===== config.mk =====
export PLATFORM = sky130hd
export DESIGN_NAME = fixed_width_decimal_formatter_top
export DESIGN_NICKNAME = d
export VERILOG_FILES = /design/src/fwdf_pkg.sv /design/src/fwdf_front.sv /design/src/fwdf_queue.sv /design/src/fwdf_back.sv /design/src/fixed_width_decimal_formatter_top.sv
export SDC_FILE = /design/constraint.sdc
export NUM_CORES = 1
export LEC_CHECK = 0
export BUFFER_PORTS_ARGS = -buffer_cell sky130_fd_sc_hd__buf_4
export CELL_PAD_IN_SITES_DETAIL_PLACEMENT = 2
export CELL_PAD_IN_SITES_GLOBAL_PLACEMENT = 2
export CORE_MARGIN = 3
export CORE_UTILIZATION = 39
export DETAILED_ROUTE_END_ITERATION = 8
export PLACE_DENSITY_LB_ADDON = 0.08
export SYNTH_ARGS = -nofsm -noshare
export SYNTH_HDL_FRONTEND = slang
export SYNTH_SLANG_ARGS = --single-unit

===== constraint.sdc =====
create_clock -name aclk -period 6.45 [get_ports aclk]
set_clock_uncertainty 0.15 [all_clocks]
set_input_delay 0 -clock aclk [delete_from_list [all_inputs] [get_ports aclk]]
set_output_delay 0 -clock aclk [all_outputs]
set_load 0.1 [all_outputs]

===== src/fwdf_pkg.sv =====
// ----------------------------------------------------------------------------
// fwdf_pkg
// Shared constants and the item record for the fixed width decimal formatter.
// ----------------------------------------------------------------------------
package fwdf_pkg;

    localparam int DEC_DIGITS = 5;

    localparam logic [2:0]  DIGITS_DONE = 3'(DEC_DIGITS);
    localparam logic [3:0]  UNITS_POS   = 4'd0;
    localparam logic [3:0]  TOP_DIG_POS = 4'(DEC_DIGITS);

    localparam logic [7:0]  CH_HASH = 8'h23;
    localparam logic [7:0]  CH_ZERO = 8'h30;

    // x / 10 == (x * RECIP) >> RECIP_SHIFT for every 16-bit x
    localparam logic [16:0] RECIP       = 17'd52429;
    localparam int          RECIP_SHIFT = 19;

    typedef struct packed {
        logic [DEC_DIGITS-1:0][3:0] digits;
        logic [3:0]                 width;
        logic [7:0]                 fill;
        logic                       over;
    } fwdf_rec_t;

endpackage


===== src/fwdf_front.sv =====
// ----------------------------------------------------------------------------
// fwdf_front
// Accepts items, saturates the width, flags overflow and splits the value
// into decimal digits with one divide-by-ten step per cycle.
// ----------------------------------------------------------------------------
module fwdf_front
    import fwdf_pkg::*;
#(
    parameter int MAX_WIDTH = 8
) (
    input  logic        aclk,
    input  logic        aresetn,
    input  logic        in_valid,
    output logic        in_ready,
    input  logic [15:0] in_value,
    input  logic [3:0]  in_width,
    input  logic [7:0]  in_fill,
    output logic        push_valid,
    input  logic        push_ready,
    output fwdf_rec_t   push_rec
);

    logic        busy_reg, busy_next;
    logic [2:0]  cnt_reg, cnt_next;
    logic [15:0] rem_reg, rem_next;
    logic [DEC_DIGITS-1:0][3:0] dig_reg, dig_next;
    logic [3:0]  width_reg, width_next;
    logic [7:0]  fill_reg, fill_next;
    logic        over_reg, over_next;

    logic        done;
    logic        take;
    logic [3:0]  w_sat;
    logic [16:0] lim;
    logic        over_in;
    logic [32:0] prod;
    logic [13:0] quo;
    logic [16:0] quo_x10;
    logic [3:0]  digit;

    function automatic logic [16:0] pow10(input logic [3:0] n);
        logic [16:0] r;
        unique case (n)
            4'd1:    r = 17'd10;
            4'd2:    r = 17'd100;
            4'd3:    r = 17'd1000;
            4'd4:    r = 17'd10000;
            default: r = 17'h1ffff;
        endcase
        return r;
    endfunction

    assign done       = (cnt_reg == DIGITS_DONE);
    assign push_valid = busy_reg && done;
    assign in_ready   = !busy_reg || (done && push_ready);
    assign take       = in_valid && in_ready;

    assign w_sat   = (int'(in_width) > MAX_WIDTH) ? 4'(MAX_WIDTH) : in_width;
    assign lim     = pow10(w_sat);
    assign over_in = ({1'b0, in_value} >= lim);

    assign prod    = {17'd0, rem_reg} * {16'd0, RECIP};
    assign quo     = prod[RECIP_SHIFT +: 14];
    assign quo_x10 = {quo, 3'b000} + {2'b00, quo, 1'b0};
    assign digit   = 4'(({1'b0, rem_reg}) - quo_x10);

    assign push_rec.digits = dig_reg;
    assign push_rec.width  = width_reg;
    assign push_rec.fill   = fill_reg;
    assign push_rec.over   = over_reg;

    always_comb begin
        busy_next  = busy_reg;
        cnt_next   = cnt_reg;
        rem_next   = rem_reg;
        dig_next   = dig_reg;
        width_next = width_reg;
        fill_next  = fill_reg;
        over_next  = over_reg;
        if (busy_reg && !done) begin
            rem_next = {2'b00, quo};
            dig_next = {digit, dig_reg[DEC_DIGITS-1:1]};
            cnt_next = cnt_reg + 3'd1;
        end
        if (busy_reg && done && push_ready) begin
            busy_next = 1'b0;
        end
        if (take && (w_sat != 4'd0)) begin
            busy_next  = 1'b1;
            cnt_next   = 3'd0;
            rem_next   = in_value;
            width_next = w_sat;
            fill_next  = in_fill;
            over_next  = over_in;
        end
    end

    always_ff @(posedge aclk) begin
        if (!aresetn) begin
            busy_reg <= 1'b0;
            cnt_reg  <= 3'd0;
        end else begin
            busy_reg <= busy_next;
            cnt_reg  <= cnt_next;
        end
        rem_reg   <= rem_next;
        dig_reg   <= dig_next;
        width_reg <= width_next;
        fill_reg  <= fill_next;
        over_reg  <= over_next;
    end

endmodule


===== src/fwdf_queue.sv =====
// ----------------------------------------------------------------------------
// fwdf_queue
// Two-entry queue of digit records between the front and back parts.
// ----------------------------------------------------------------------------
module fwdf_queue
    import fwdf_pkg::*;
(
    input  logic      aclk,
    input  logic      aresetn,
    input  logic      push_valid,
    output logic      push_ready,
    input  fwdf_rec_t push_rec,
    output logic      head_valid,
    input  logic      pop,
    output fwdf_rec_t head_rec
);

    fwdf_rec_t   mem_reg [2];
    logic        wr_ptr_reg, wr_ptr_next;
    logic        rd_ptr_reg, rd_ptr_next;
    logic [1:0]  count_reg, count_next;
    logic        do_push;
    logic        do_pop;

    assign push_ready = (count_reg != 2'd2);
    assign head_valid = (count_reg != 2'd0);
    assign head_rec   = mem_reg[rd_ptr_reg];
    assign do_push    = push_valid && push_ready;
    assign do_pop     = pop && head_valid;

    always_comb begin
        wr_ptr_next = do_push ? !wr_ptr_reg : wr_ptr_reg;
        rd_ptr_next = do_pop  ? !rd_ptr_reg : rd_ptr_reg;
        count_next  = count_reg + 2'(do_push) - 2'(do_pop);
    end

    always_ff @(posedge aclk) begin
        if (!aresetn) begin
            wr_ptr_reg <= 1'b0;
            rd_ptr_reg <= 1'b0;
            count_reg  <= 2'd0;
        end else begin
            wr_ptr_reg <= wr_ptr_next;
            rd_ptr_reg <= rd_ptr_next;
            count_reg  <= count_next;
        end
        if (do_push) begin
            mem_reg[wr_ptr_reg] <= push_rec;
        end
    end

endmodule


===== src/fwdf_back.sv =====
// ----------------------------------------------------------------------------
// fwdf_back
// Walks the field from the most significant position down and emits one
// character per beat into the output register.
// ----------------------------------------------------------------------------
module fwdf_back
    import fwdf_pkg::*;
(
    input  logic      aclk,
    input  logic      aresetn,
    input  logic      head_valid,
    input  fwdf_rec_t head_rec,
    output logic      pop,
    output logic      out_valid,
    input  logic      out_ready,
    output logic [7:0] out_char,
    output logic      out_last
);

    logic       first_reg, first_next;
    logic [3:0] pos_reg, pos_next;
    logic       seen_reg, seen_next;
    logic       valid_reg, valid_next;
    logic [7:0] char_reg, char_next;
    logic       last_reg, last_next;

    logic       load;
    logic [3:0] p;
    logic [3:0] d;
    logic [7:0] ch;

    assign load = head_valid && (!valid_reg || out_ready);
    assign p    = first_reg ? (head_rec.width - 4'd1) : pos_reg;
    assign pop  = load && (p == UNITS_POS);

    always_comb begin
        unique case (p)
            4'd0:    d = head_rec.digits[0];
            4'd1:    d = head_rec.digits[1];
            4'd2:    d = head_rec.digits[2];
            4'd3:    d = head_rec.digits[3];
            4'd4:    d = head_rec.digits[4];
            default: d = 4'd0;
        endcase
    end

    always_comb begin
        priority if (head_rec.over) begin
            ch = CH_HASH;
        end else if (p >= TOP_DIG_POS) begin
            ch = head_rec.fill;
        end else if ((p == UNITS_POS) || seen_reg || (d != 4'd0)) begin
            ch = CH_ZERO + {4'd0, d};
        end else begin
            ch = head_rec.fill;
        end
    end

    always_comb begin
        first_next = first_reg;
        pos_next   = pos_reg;
        seen_next  = seen_reg;
        valid_next = valid_reg;
        char_next  = char_reg;
        last_next  = last_reg;
        if (valid_reg && out_ready) begin
            valid_next = 1'b0;
        end
        if (load) begin
            valid_next = 1'b1;
            char_next  = ch;
            last_next  = (p == UNITS_POS);
            if (p == UNITS_POS) begin
                first_next = 1'b1;
                seen_next  = 1'b0;
            end else begin
                first_next = 1'b0;
                pos_next   = p - 4'd1;
                seen_next  = seen_reg || ((p < TOP_DIG_POS) && (d != 4'd0));
            end
        end
    end

    always_ff @(posedge aclk) begin
        if (!aresetn) begin
            first_reg <= 1'b1;
            seen_reg  <= 1'b0;
            valid_reg <= 1'b0;
        end else begin
            first_reg <= first_next;
            seen_reg  <= seen_next;
            valid_reg <= valid_next;
        end
        pos_reg  <= pos_next;
        char_reg <= char_next;
        last_reg <= last_next;
    end

    assign out_valid = valid_reg;
    assign out_char  = char_reg;
    assign out_last  = last_reg;

endmodule


===== src/fixed_width_decimal_formatter_top.sv =====
// ----------------------------------------------------------------------------
// fixed_width_decimal_formatter_top
// Formats a 16-bit unsigned value as a right-aligned decimal ASCII field.
// ----------------------------------------------------------------------------
// Each input beat carries a value, a width and a fill character; the block
// sends exactly width characters, most significant first, tlast on the final
// one (width is capped at MAX_WIDTH, a zero width produces nothing). Leading
// positions and leading zeros show the fill character, the units digit always
// prints, and a value too long for the field gives all '#'. The front part
// needs five passes through one divide-by-ten unit per item plus the hand-off,
// and the back part sends one character per cycle while the output does not
// stall; a two-entry queue lets the front convert the next item while the back
// still sends.
module fixed_width_decimal_formatter_top
    import fwdf_pkg::*;
#(
    parameter int MAX_WIDTH = 8
) (
    input  logic        aclk,
    input  logic        aresetn,
    input  logic        s_tvalid,
    output logic        s_tready,
    input  logic [31:0] s_tdata,   // value[15:0], width[19:16], fill_char[27:20], zero
    output logic        m_tvalid,
    input  logic        m_tready,
    output logic [7:0]  m_tdata,   // out_char[7:0]
    output logic        m_tlast
);

    logic      push_valid;
    logic      push_ready;
    fwdf_rec_t push_rec;
    logic      head_valid;
    fwdf_rec_t head_rec;
    logic      pop;

    fwdf_front #(
        .MAX_WIDTH (MAX_WIDTH)
    ) u_front (
        .aclk       (aclk),
        .aresetn    (aresetn),
        .in_valid   (s_tvalid),
        .in_ready   (s_tready),
        .in_value   (s_tdata[15:0]),
        .in_width   (s_tdata[19:16]),
        .in_fill    (s_tdata[27:20]),
        .push_valid (push_valid),
        .push_ready (push_ready),
        .push_rec   (push_rec)
    );

    fwdf_queue u_queue (
        .aclk       (aclk),
        .aresetn    (aresetn),
        .push_valid (push_valid),
        .push_ready (push_ready),
        .push_rec   (push_rec),
        .head_valid (head_valid),
        .pop        (pop),
        .head_rec   (head_rec)
    );

    fwdf_back u_back (
        .aclk       (aclk),
        .aresetn    (aresetn),
        .head_valid (head_valid),
        .head_rec   (head_rec),
        .pop        (pop),
        .out_valid  (m_tvalid),
        .out_ready  (m_tready),
        .out_char   (m_tdata),
        .out_last   (m_tlast)
    );

endmodule


==> qor.csv, run 1 <==
metric,value,unit
grt_use_total,0.220,
worstReg2RegStart,u_front.rem_reg[1],
synthArstFlopShare,0,
period_minus_slack,6.35,ns
synth-seq-cells,140,
dieWidth,170,um
syn_inst,889,
dieArea,29100,um2
vias,7053,
num-fill-cells,2610,
endpoint_kind,flip-flop,
worstPathRequired,6.46,ns
yosys_most_used_dff,edfxtp_1,
dp_hpwl,23200,um
path_max_fanout,4,
grt_max_degree,26,
ant_nets,0,
grt_overflow_total,0,
slowest_delay,0.55,ns
grt_antenna_before_repair,1,
final.period_utilization,0.984,
path_cells,buf_6 -> ha_4 -> clkinvlp_4 -> ha_1 -> inv_1 -> fa_1 -> inv_1 -> fa_1 -> fa_1 -> inv_1 -> fa_1 -> inv_2 -> ha_4 -> and4_4 -> o2111ai_2 -> a31oi_1 -> xor2_1 -> ha_2 -> xor2_2 -> buf_4 -> nand2_1 -> nor3b_1 -> nor4_4 -> xnor2_1,
clkTransAtPathRegs,0.07,ns
io_pins,47,
routabilityCongestion,0.820,
synth-simple-area-share,0.0652,
grt_pass1_vias,8313,
min_from,m_tready,
routed_wirelength,31300,um
hp-class,primary input to flip-flop,
synth-xor-area-share,0.0299,
cp-start-kind,flip-flop,
synth_compound_area_frac,0.0681,
synth_fp_nets,1165,
drive_gt1_frac,0.184,
area_growth,21.6,%
route.detailed.drc,0,
clock-sinks,140,
core_area,26400,um2
grt_pass1_wl,48100,um
cpMaxStageDelayCell,fa_1,
avgSynthCellArea,11.9,um2
crit_start,u_front.rem_reg[1],
synth_edf_count,128,
root_buffer,clkbuf_16,
drtPass1Iterations,4,
crit_type,flip-flop to flip-flop,
cpMostUsedCell,fa_1,
worst_slew_pin_slew,1.02,ns
crit_arrival,6.36,ns
synth_seq_area_share,0.387,
muxShareOfSynthArea,0.0394,
avgRoutedWirePerCell,22.9,um
rsz0062_at_grt,true,
cts_buffers,17,
status,"complete, no violations",
drv_cap,0,
regArea,4080,um2
numPortBuffers,42,
clk_latency,0.42,ns
slew_violations,0,
rows,59,
synth_area,10600,um2
finalSetupViolCount,0,
ys_types,58,
nets,1292,
slew-limit-headroom,0.321,
hold_viol,0,
drtIter0Drc,422,
initial_core_util,0.400,
viasPerCell,5.17,
largest_reg_flops,66,
h-tree-depth,4,
cts_max_path_buffers,2,
ys_warn_count,0,
synth_top_family_by_area,adder cells,
die_h,170,um
multi_input_area,6040,um2
placed_area,11400,um2
fmax,158,MHz
cts_tree,yes,
final_cell_area,12800,um2
synthAdderAreaFrac,0.342,
## layout by cell type, fill, tap and decap left out, types with 14 or more instances in the layout
cell type	count
a21oi_1	35
buf_4	87
clkbuf_16	17
dlygate4sd3_1	33
edfxtp_1	128
fa_1	76
ha_1	141
ha_4	15
inv_1	165
nand2_1	31
nor2_1	25
nor2b_1	14
xnor2_1	22
## Yosys cell counts (all sizes together) (2+ instances only)
master | instances | share of area
and4 | 2 | 0.0017
o21a | 7 | 0.0050
a21o | 13 | 0.0093
and3 | 2 | 0.0012
nand4 | 9 | 0.0053
nand3 | 11 | 0.0052
mux2 | 17 | 0.018
a222oi | 4 | 0.0038
clkbuf | 10 | 0.0037
nor3 | 13 | 0.0062
buf | 6 | 0.0028
fa | 80 | 0.15
nand2 | 31 | 0.011
o2111ai | 4 | 0.0033
nor2b | 15 | 0.0089
nand2b | 10 | 0.0059
mux4 | 4 | 0.0085
o21ai | 22 | 0.011
and2 | 8 | 0.0047
xor2 | 14 | 0.012
edfxtp | 128 | 0.36
xnor2 | 22 | 0.018
o21bai | 2 | 0.0014
a31oi | 6 | 0.0036
inv | 174 | 0.062
nor2 | 27 | 0.010
dfxtp | 12 | 0.023
a2111oi | 2 | 0.0017
ha | 160 | 0.19
or2 | 3 | 0.0018
mux2i | 13 | 0.013
o31ai | 2 | 0.0014
a21oi | 39 | 0.019
a211oi | 3 | 0.0021
## area by class of cell
type	instances	area share
Clock buffer	18	0.0335
Tap cell	335	0.0327
Inverter	175	0.0517
Timing Repair Buffer	124	0.0802
Clock inverter	14	0.0125
Antenna cell	1	0.000195
Multi-Input combinational cell	558	0.471
Sequential cell	140	0.318
## critical path: cells and delay by family, from the launching register on
kind	cells	cell delay, ns
AND/OR/NAND/NOR	4	0.76
XOR/XNOR	3	0.52
flip-flops	1	0.51
buffers and inverters	7	0.65
AO/OA/AOI/OAI	2	0.32
adder cells (fa/ha/maj)	8	3.15
## kinds of logic (layout without fill, tap and decap cells)
| logic type | after synthesis | in the layout |
|---|---|---|
| other cells | 0 | 1 |
| flops | 140 | 140 |
| mux | 34 | 34 |
| compound gates | 113 | 113 |
| buf+inv | 191 | 331 |
| simple gates | 135 | 135 |
| fa+ha+maj | 240 | 240 |
| xor+xnor | 36 | 36 |
## what timing repair did
item,in CTS,in global routing
buffers inserted,9,13
endpoints found under the hold margin,41,0
pin swaps,16,35
endpoints found under the setup margin,3,4
resized for setup,26,37
hold buffers,33,0
## worst paths after layout
path | end | slack [ns] | depth (start not counted)
setup / recovery | u_front.push_rec[32] | 0.10 | 24
hold / removal | u_back.first_reg | 0.08 | 4
setup reg to reg | u_front.push_rec[32] | 0.10 | 24
hold reg to reg | u_queue.mem_reg[1][10] | 0.31 | 0
## metal layers
metal | vias to the layer above | GRT usage | part of all wire
met1 | 3649 | 0.266 | 0.41
li1 | 3298 | - | -
met2 | 80 | 0.417 | 0.55
met3 | 26 | 0.0246 | 0.017
met5 | - | 0 | 0
met4 | 0 | 0.0543 | 0.018
## per-stage QoR
step	utilization	hold WS (ns)	TNS [ns]	worst slack, ns	cells
finish	0.487	0.0764	0	0.102	1365
global route	0.487	0.0944	-0.203	-0.178	1365
CTS	0.477	0.0305	0	0.00210	1352
detailed placement	0.434	0.0319	-0.318	-0.189	1278
global placement	0.434	0.0285	0	0.0330	1278
floorplan	-	-0.0511	0	0.155	889
Power of run 1 is not shown: default switching activity piles up to over one toggle a cycle in this logic, so the estimate is an artifact.
==> run 2, diff against run 1 <==
--- a/config.mk
+++ b/config.mk
@@ -8,10 +8,11 @@
 export BUFFER_PORTS_ARGS = -buffer_cell sky130_fd_sc_hd__buf_4
 export CELL_PAD_IN_SITES_DETAIL_PLACEMENT = 2
 export CELL_PAD_IN_SITES_GLOBAL_PLACEMENT = 2
-export CORE_MARGIN = 3
 export CORE_UTILIZATION = 39
 export DETAILED_ROUTE_END_ITERATION = 8
 export PLACE_DENSITY_LB_ADDON = 0.08
+export SETUP_SLACK_MARGIN = 0.3
 export SYNTH_ARGS = -nofsm -noshare
 export SYNTH_HDL_FRONTEND = slang
+export SYNTH_HIERARCHICAL = 1
 export SYNTH_SLANG_ARGS = --single-unit
==> run 2 against run 1 <==
Utilization down 2.4 points. Synthesized cell count increased by 6.9%. Via count increased by 3.3%. Highest routed layer unchanged.
==> qor.csv, run 2 <==
metric,value,unit,change
status,"complete, no violations",,unchanged
yosys_most_used_dff,edfxtp_1,,unchanged
cp-start-kind,flip-flop,,unchanged
die_h,171,um,was 170 um
ys_top_cells_by_area,"edfxtp_1, ha_1, fa_1, inv_1, mux2_1",,"was edfxtp_1, ha_1, fa_1, inv_1, dfxtp_1"
initial_core_util,0.397,,was 0.400
nets,1325,,was 1292
drive_gt1_frac,0.133,,was 0.184
dieArea,29100,um2,about the same
io_pins,47,,unchanged
fin_cells,1442,,was 1365
synth_fp_nets,1224,,was 1165
crit_arrival,6.01,ns,was 6.36 ns
clkTransAtPathRegs,0.07,ns,about the same
final.period_utilization,0.931,,was 0.984
final_cell_mix,"inv_1, ha_1, edfxtp_1",,unchanged
avgRoutedWirePerCell,20.3,um,was 22.9 um
grt_max_degree,34,,was 26
cts_tree,yes,,unchanged
worstPathRequired,6.46,ns,about the same
worstReg2RegStart,u_front/rem_reg[5],,was u_front.rem_reg[1]
antennaDiodeCount,0,,was 1
r2r-end,u_front/push_rec[32],,was u_front.push_rec[32]
largest_reg_flops,66,,unchanged
viasPerCell,5.05,,was 5.17
numPortBuffers,42,,unchanged
grt_pass1_wl,45800,um,was 48100 um
avgSynthCellArea,11.7,um2,was 11.9 um2
dp_hpwl,23300,um,was 23200 um
tns,0,ns,unchanged
cts_buffers,17,,unchanged
clk_latency,0.41,ns,was 0.42 ns
timing.hold.ws,0.0527,ns,was 0.0764 ns
finalSetupViolCount,0,,unchanged
h-tree-depth,4,,unchanged
synth_top_area_share,0.347,,was 0.364
routabilityCongestion,0.838,,was 0.820
route.detailed.drc,0,,unchanged
synth_edf_count,128,,unchanged
cts_max_path_buffers,2,,unchanged
grt_pass1_vias,8262,,was 8313
rsz0062_at_grt,true,,unchanged
syn_inst,950,,was 889
vias,7289,,was 7053
clock-sinks,140,,unchanged
ant_nets,0,,unchanged
period_minus_slack,6.00,ns,was 6.35 ns
worst_slew_pin_slew,0.731,ns,was 1.02 ns
worstHoldEndpoint,u_back/first_reg,,was u_back.first_reg
area_growth,16.3,%,was 21.6%
synth_area,11100,um2,was 10600 um2
post-route-util,0.462,,was 0.487
drtPass1Iterations,7,,was 4
ys_types,84,,was 58
hold_viol,0,,unchanged
yosysTopAreaCell,edfxtp_1,,unchanged
rr_worst_depth,19,,was 24
synthTopCellsByCount,"inv_1, ha_1, edfxtp_1, fa_1, nand2_1",,"was inv_1, ha_1, edfxtp_1, fa_1, a21oi_1"
dieWidth,171,um,was 170 um
path_max_fanout,5,,was 4
crit_type,flip-flop to flip-flop,,unchanged
slew_violations,0,,unchanged
min_from,m_tready,,unchanged
routed_wirelength,29300,um,was 31300 um
min_path_cells,4,,unchanged
rows,61,,was 59
synth-seq-cells,140,,unchanged
drtIter0Drc,280,,was 422
synthArstFlopShare,0,,unchanged
yosysMostFrequentCell,inv_1,,unchanged
layout_commonest_cell,inv_1,,unchanged
drv_cap,0,,unchanged
place_inst,1361,,was 1278
grt_use_total,0.211,,was 0.220
reg2reg_setup_slack,0.45,ns,was 0.10 ns
hp-class,primary input to flip-flop,,unchanged
slew-limit-headroom,0.513,,was 0.321
grt_antenna_before_repair,0,,was 1
grt_overflow_total,0,,unchanged
endpoint_kind,flip-flop,,unchanged
root_buffer,clkbuf_16,,unchanged
core_area,27900,um2,was 26400 um2
ys_warn_count,6,,was 0
synth_seq_area_share,0.369,,was 0.387
fmax,167,MHz,was 158 MHz
run 2: cell types whose count changed after synthesis, moves of 5 or more:
cell      change
nor2_1        +7
nor2b_1       -6
o21a_1        -5
mux2_2       -11
mux2_1       +27
o21ai_0       +5
nand2_1      +13
inv_1         +6
mux2i_1       -8
a311oi_1      +5
run 2: cells by family (layout without fill, tap and decap cells):
kind of cell	count (synthesis)	after routing	share of synthesized area
fa+ha+maj	238	238	0.323
buf+inv	197	311	0.0728
simple gates	160	160	0.0740
compound gates	144	144	0.0959
flops	140	140	0.369
mux	38	38	0.0385
xor+xnor	33	33	0.0268
run 2: routing by layer:
metal / wire (um) / vias to the layer above / track usage
met5: 0 / - / 0
met4: 405 / 0 / 0.0501
met3: 340 / 25 / 0.0224
met2: 15900 / 67 / 0.402
met1: 12600 / 3703 / 0.253
li1: - / 3494 / -
run 2: worst max-delay path by stage:
stage	cells after the start	slack [ns]	startpoint	endpoint
after CTS	17	0.27	u_front/rem_reg[4]	u_front/push_rec[32]
final	19	0.45	u_front/rem_reg[5]	u_front/push_rec[32]
after floorplan	19	0.89	u_front/rem_reg[6]	u_front/push_rec[32]
after detailed placement	16	0.23	u_front/rem_reg[4]	u_front/push_rec[32]
after global placement	16	0.37	u_front/rem_reg[5]	u_front/rem_reg[7]
after global routing	18	0.26	u_front/rem_reg[6]	u_front/push_rec[32]
run 2: final cells by class:
cell class | instances | area, um2
Fill cell | 2861 | 15000
Clock inverter | 14 | 126
Inverter | 179 | 672
Sequential cell | 140 | 4080
Multi-Input combinational cell | 613 | 6270
Clock buffer | 18 | 429
Tap cell | 378 | 473
Timing Repair Buffer | 100 | 831
run 2: through the flow:
| step | cell area (um2) | worst slack (ns) |
|---|---|---|
| floorplan | 11100 | 0.894 |
| global placement | 11800 | 0.366 |
| detailed placement | 11800 | 0.229 |
| CTS | 12700 | 0.271 |
| global route | 12900 | 0.265 |
| finish | 12900 | 0.448 |
run 2: worst max-delay path: stages (launching register included):
cell and delay, ns:
edfxtp_1 0.51, buf_4 0.20, ha_1 0.40, ha_1 0.25, a21o_1 0.18, fa_2 0.49, fa_1 0.53, fa_1 0.55
inv_1 0.06, fa_1 0.54, inv_1 0.04, ha_1 0.35, a211oi_2 0.29, o21bai_2 0.13, a31oi_1 0.18, xnor2_1 0.23
ha_1 0.24, xnor2_1 0.13, xnor2_1 0.17, xnor2_1 0.12
run 2: what timing repair did:
item / in CTS / in global routing
hold buffers: 32 / 0
hold endpoints to repair: 41 / 0
gates resized for setup: 1 / 14
setup endpoints to repair: 4 / 12
pin swaps: 1 / 3
cloned: 0 / 0
buffers inserted: 4 / 13
Power of run 2 is left out for the same reason.
==> run 3, diff against run 2 <==
--- a/config.mk
+++ b/config.mk
@@ -8,7 +8,7 @@
 export BUFFER_PORTS_ARGS = -buffer_cell sky130_fd_sc_hd__buf_4
 export CELL_PAD_IN_SITES_DETAIL_PLACEMENT = 2
 export CELL_PAD_IN_SITES_GLOBAL_PLACEMENT = 2
-export CORE_UTILIZATION = 39
+export CORE_UTILIZATION = 30
 export DETAILED_ROUTE_END_ITERATION = 8
 export PLACE_DENSITY_LB_ADDON = 0.08
 export SETUP_SLACK_MARGIN = 0.3
==> constraint.sdc (replaced) <==
create_clock -name aclk -period 6.45 [get_ports aclk]
set_clock_uncertainty 0.15 [all_clocks]
set_input_delay 0 -clock aclk [delete_from_list [all_inputs] [get_ports aclk]]
set_output_delay 0 -clock aclk [all_outputs]
set_load 0.02 [all_outputs]
==> run 3 against run 2 <==
Cell count grew 6.6%. Non-clock buffer count grew 5. Utilization shrank 10 points. Largest cell class unchanged. Critical path depth shrank 3. Via count shrank 0.82%. Wire length grew 3.1%. Die area grew 30%. Count of clock-buffer cells in the layout grew 2. Maximum frequency grew 0.23%. Global-route usage shrank 4.4 points. Worst hold slack lost 0.016 ns.
==> qor.csv, run 3 (synthesis gave the netlist of run 2 again) <==
metric,value,unit,change
viasPerCell,4.70,,was 5.05
rsz0062_at_grt,false,,was true
finalSetupViolCount,0,,unchanged
grt_max_degree,30,,was 34
grt_overflow_total,0,,unchanged
ant_nets,0,,unchanged
layout_commonest_cell,inv_1,,unchanged
dp_hpwl,24300,um,was 23300 um
worst_slew_pin_slew,0.958,ns,was 0.731 ns
path_cells,ha_2 -> fa_1 -> inv_1 -> fa_1 -> fa_1 -> inv_1 -> fa_1 -> fa_1 -> ha_2 -> and2_1 -> a41o_1 -> a31o_4 -> o41ai_4 -> buf_4 -> xor2_1 -> o21ai_1,,was buf_4 -> ha_1 -> ha_1 -> a21o_1 -> fa_2 -> fa_1 -> fa_1 -> inv_1 -> fa_1 -> inv_1 -> ha_1 -> a211oi_2 -> o21bai_2 -> a31oi_1 -> xnor2_1 -> ha_1 -> xnor2_1 -> xnor2_1 -> xnor2_1
nets,1330,,was 1325
path_max_fanout,6,,was 5
cts_max_path_buffers,2,,unchanged
initial_core_util,0.304,,was 0.397
grt.met3_usage,0.0176,,was 0.0224
post-route-util,0.360,,was 0.462
cts_tree,yes,,unchanged
grt_pass1_wl,47800,um,was 45800 um
antennaDiodeCount,0,,unchanged
die_h,194,um,was 171 um
cts_buffers,17,,unchanged
routed_wirelength,30200,um,was 29300 um
crit_arrival,5.98,ns,was 6.01 ns
slew_violations,0,,unchanged
drtIter0Drc,225,,was 280
final.period_utilization,0.928,,was 0.931
clkTransAtPathRegs,0.06,ns,was 0.07 ns
dieArea,37700,um2,was 29100 um2
fmax,167,MHz,about the same
grtUsageMet2,0.311,,was 0.402
avgRoutedWirePerCell,19.6,um,was 20.3 um
tns,0,ns,unchanged
multi_input_area,6350,um2,was 6270 um2
grt_pass1_vias,8388,,was 8262
status,"complete, no violations",,unchanged
cp-start-kind,flip-flop,,unchanged
clk_latency,0.42,ns,was 0.41 ns
grt.busiest_layer,met2,,unchanged
largest_reg_flops,66,,unchanged
drtPass1Iterations,5,,was 7
clock-sinks,140,,unchanged
slew-limit-headroom,0.361,,was 0.513
numPortBuffers,42,,unchanged
grt_use_total,0.167,,was 0.211
h-tree-depth,4,,unchanged
worstPathRequired,6.44,ns,was 6.46 ns
routabilityCongestion,0.798,,was 0.838
num-fill-cells,3815,,was 2861
io_pins,47,,unchanged
dieWidth,194,um,was 171 um
regArea,4080,um2,unchanged
grtUsageMet1,0.206,,was 0.253
timing.hold.ws,0.0372,ns,was 0.0527 ns
slowest_delay,0.60,ns,was 0.55 ns
endpoint_kind,flip-flop,,unchanged
area_growth,18.6,%,was 16.3%
cpMostUsedCell,fa_1,,
cpMaxStageDelayCell,fa_1,,unchanged
hp-class,primary input to flip-flop,,unchanged
core_area,36400,um2,was 27900 um2
root_buffer,clkbuf_16,,unchanged
rows,70,,was 61
drive_gt1_frac,0.143,,was 0.133
final_cell_mix,"inv_1, ha_1, edfxtp_1",,unchanged
drv_cap,0,,unchanged
vias,7229,,was 7289
hold_viol,0,,unchanged
route.detailed.drc,0,,unchanged
grt_antenna_before_repair,0,,unchanged
crit_type,flip-flop to flip-flop,,unchanged
period_minus_slack,5.99,ns,was 6.00 ns
-- run 3: changes by cell type in the layout (fill, tap and decap cells not counted), moves of 3 or more --
| cell | delta |
|---|---|
| ha_4 | +6 |
| inv_8 | -3 |
| buf_4 | +5 |
| ha_1 | -8 |
-- run 3: path summary, 6_finish.rpt --
| check | start | endpoint | slack (ns) | cells after the start |
|---|---|---|---|---|
| setup reg to reg | u_front/rem_reg[5] | u_front/rem_reg[11] | 0.46 | 16 |
| setup / recovery | u_front/rem_reg[5] | u_front/rem_reg[11] | 0.46 | 16 |
| hold reg to reg | u_front/push_rec[16] | u_queue/mem_reg[1][16] | 0.30 | 0 |
| hold / removal | m_tready | u_back/first_reg | 0.04 | 4 |
-- run 3: layer usage --
layer,up-vias,wire length [um]
li1,3501,-
met5,-,0
met2,60,15900
met1,3652,13500
met4,0,348
met3,16,409
-- run 3: final cells by class --
type / instances / share of cell area
inverters: 179 / 0.0512
well taps: 468 / 0.0446
clock inverters: 12 / 0.00857
repair buffers: 105 / 0.0661
multi-input cells: 613 / 0.484
flip-flops and latches: 140 / 0.311
clock buffers: 20 / 0.0348
-- run 3: stage by stage --
step	area [um2]	setup slack [ns]	std cells
2_1_floorplan	11100	0.894	950
3_3_place_gp	11900	0.288	1456
3_5_place_dp	11900	0.226	1456
4_1_cts	12900	0.275	1522
5_1_grt	13100	0.282	1537
6_report	13100	0.462	1537
-- run 3: repair_timing --
item,CTS,global route
setup endpoints to repair,5,11
gates resized for setup,1,24
cloned,0,0
hold buffers,32,0
setup buffers,2,15
pin swaps,1,11
endpoints found under the hold margin,41,0
-- run 3: critical path: cells and delay by family (launching register included) --
family	cells	cell delay, ns
buffers and inverters	3	0.33
xor gates and xnor gates	1	0.15
adders and majority gates	7	3.42
AOI/OAI and AO/OA	4	0.91
and+or+nand+nor	1	0.21
DFF	1	0.53
Power of run 3 is left out for the same reason.
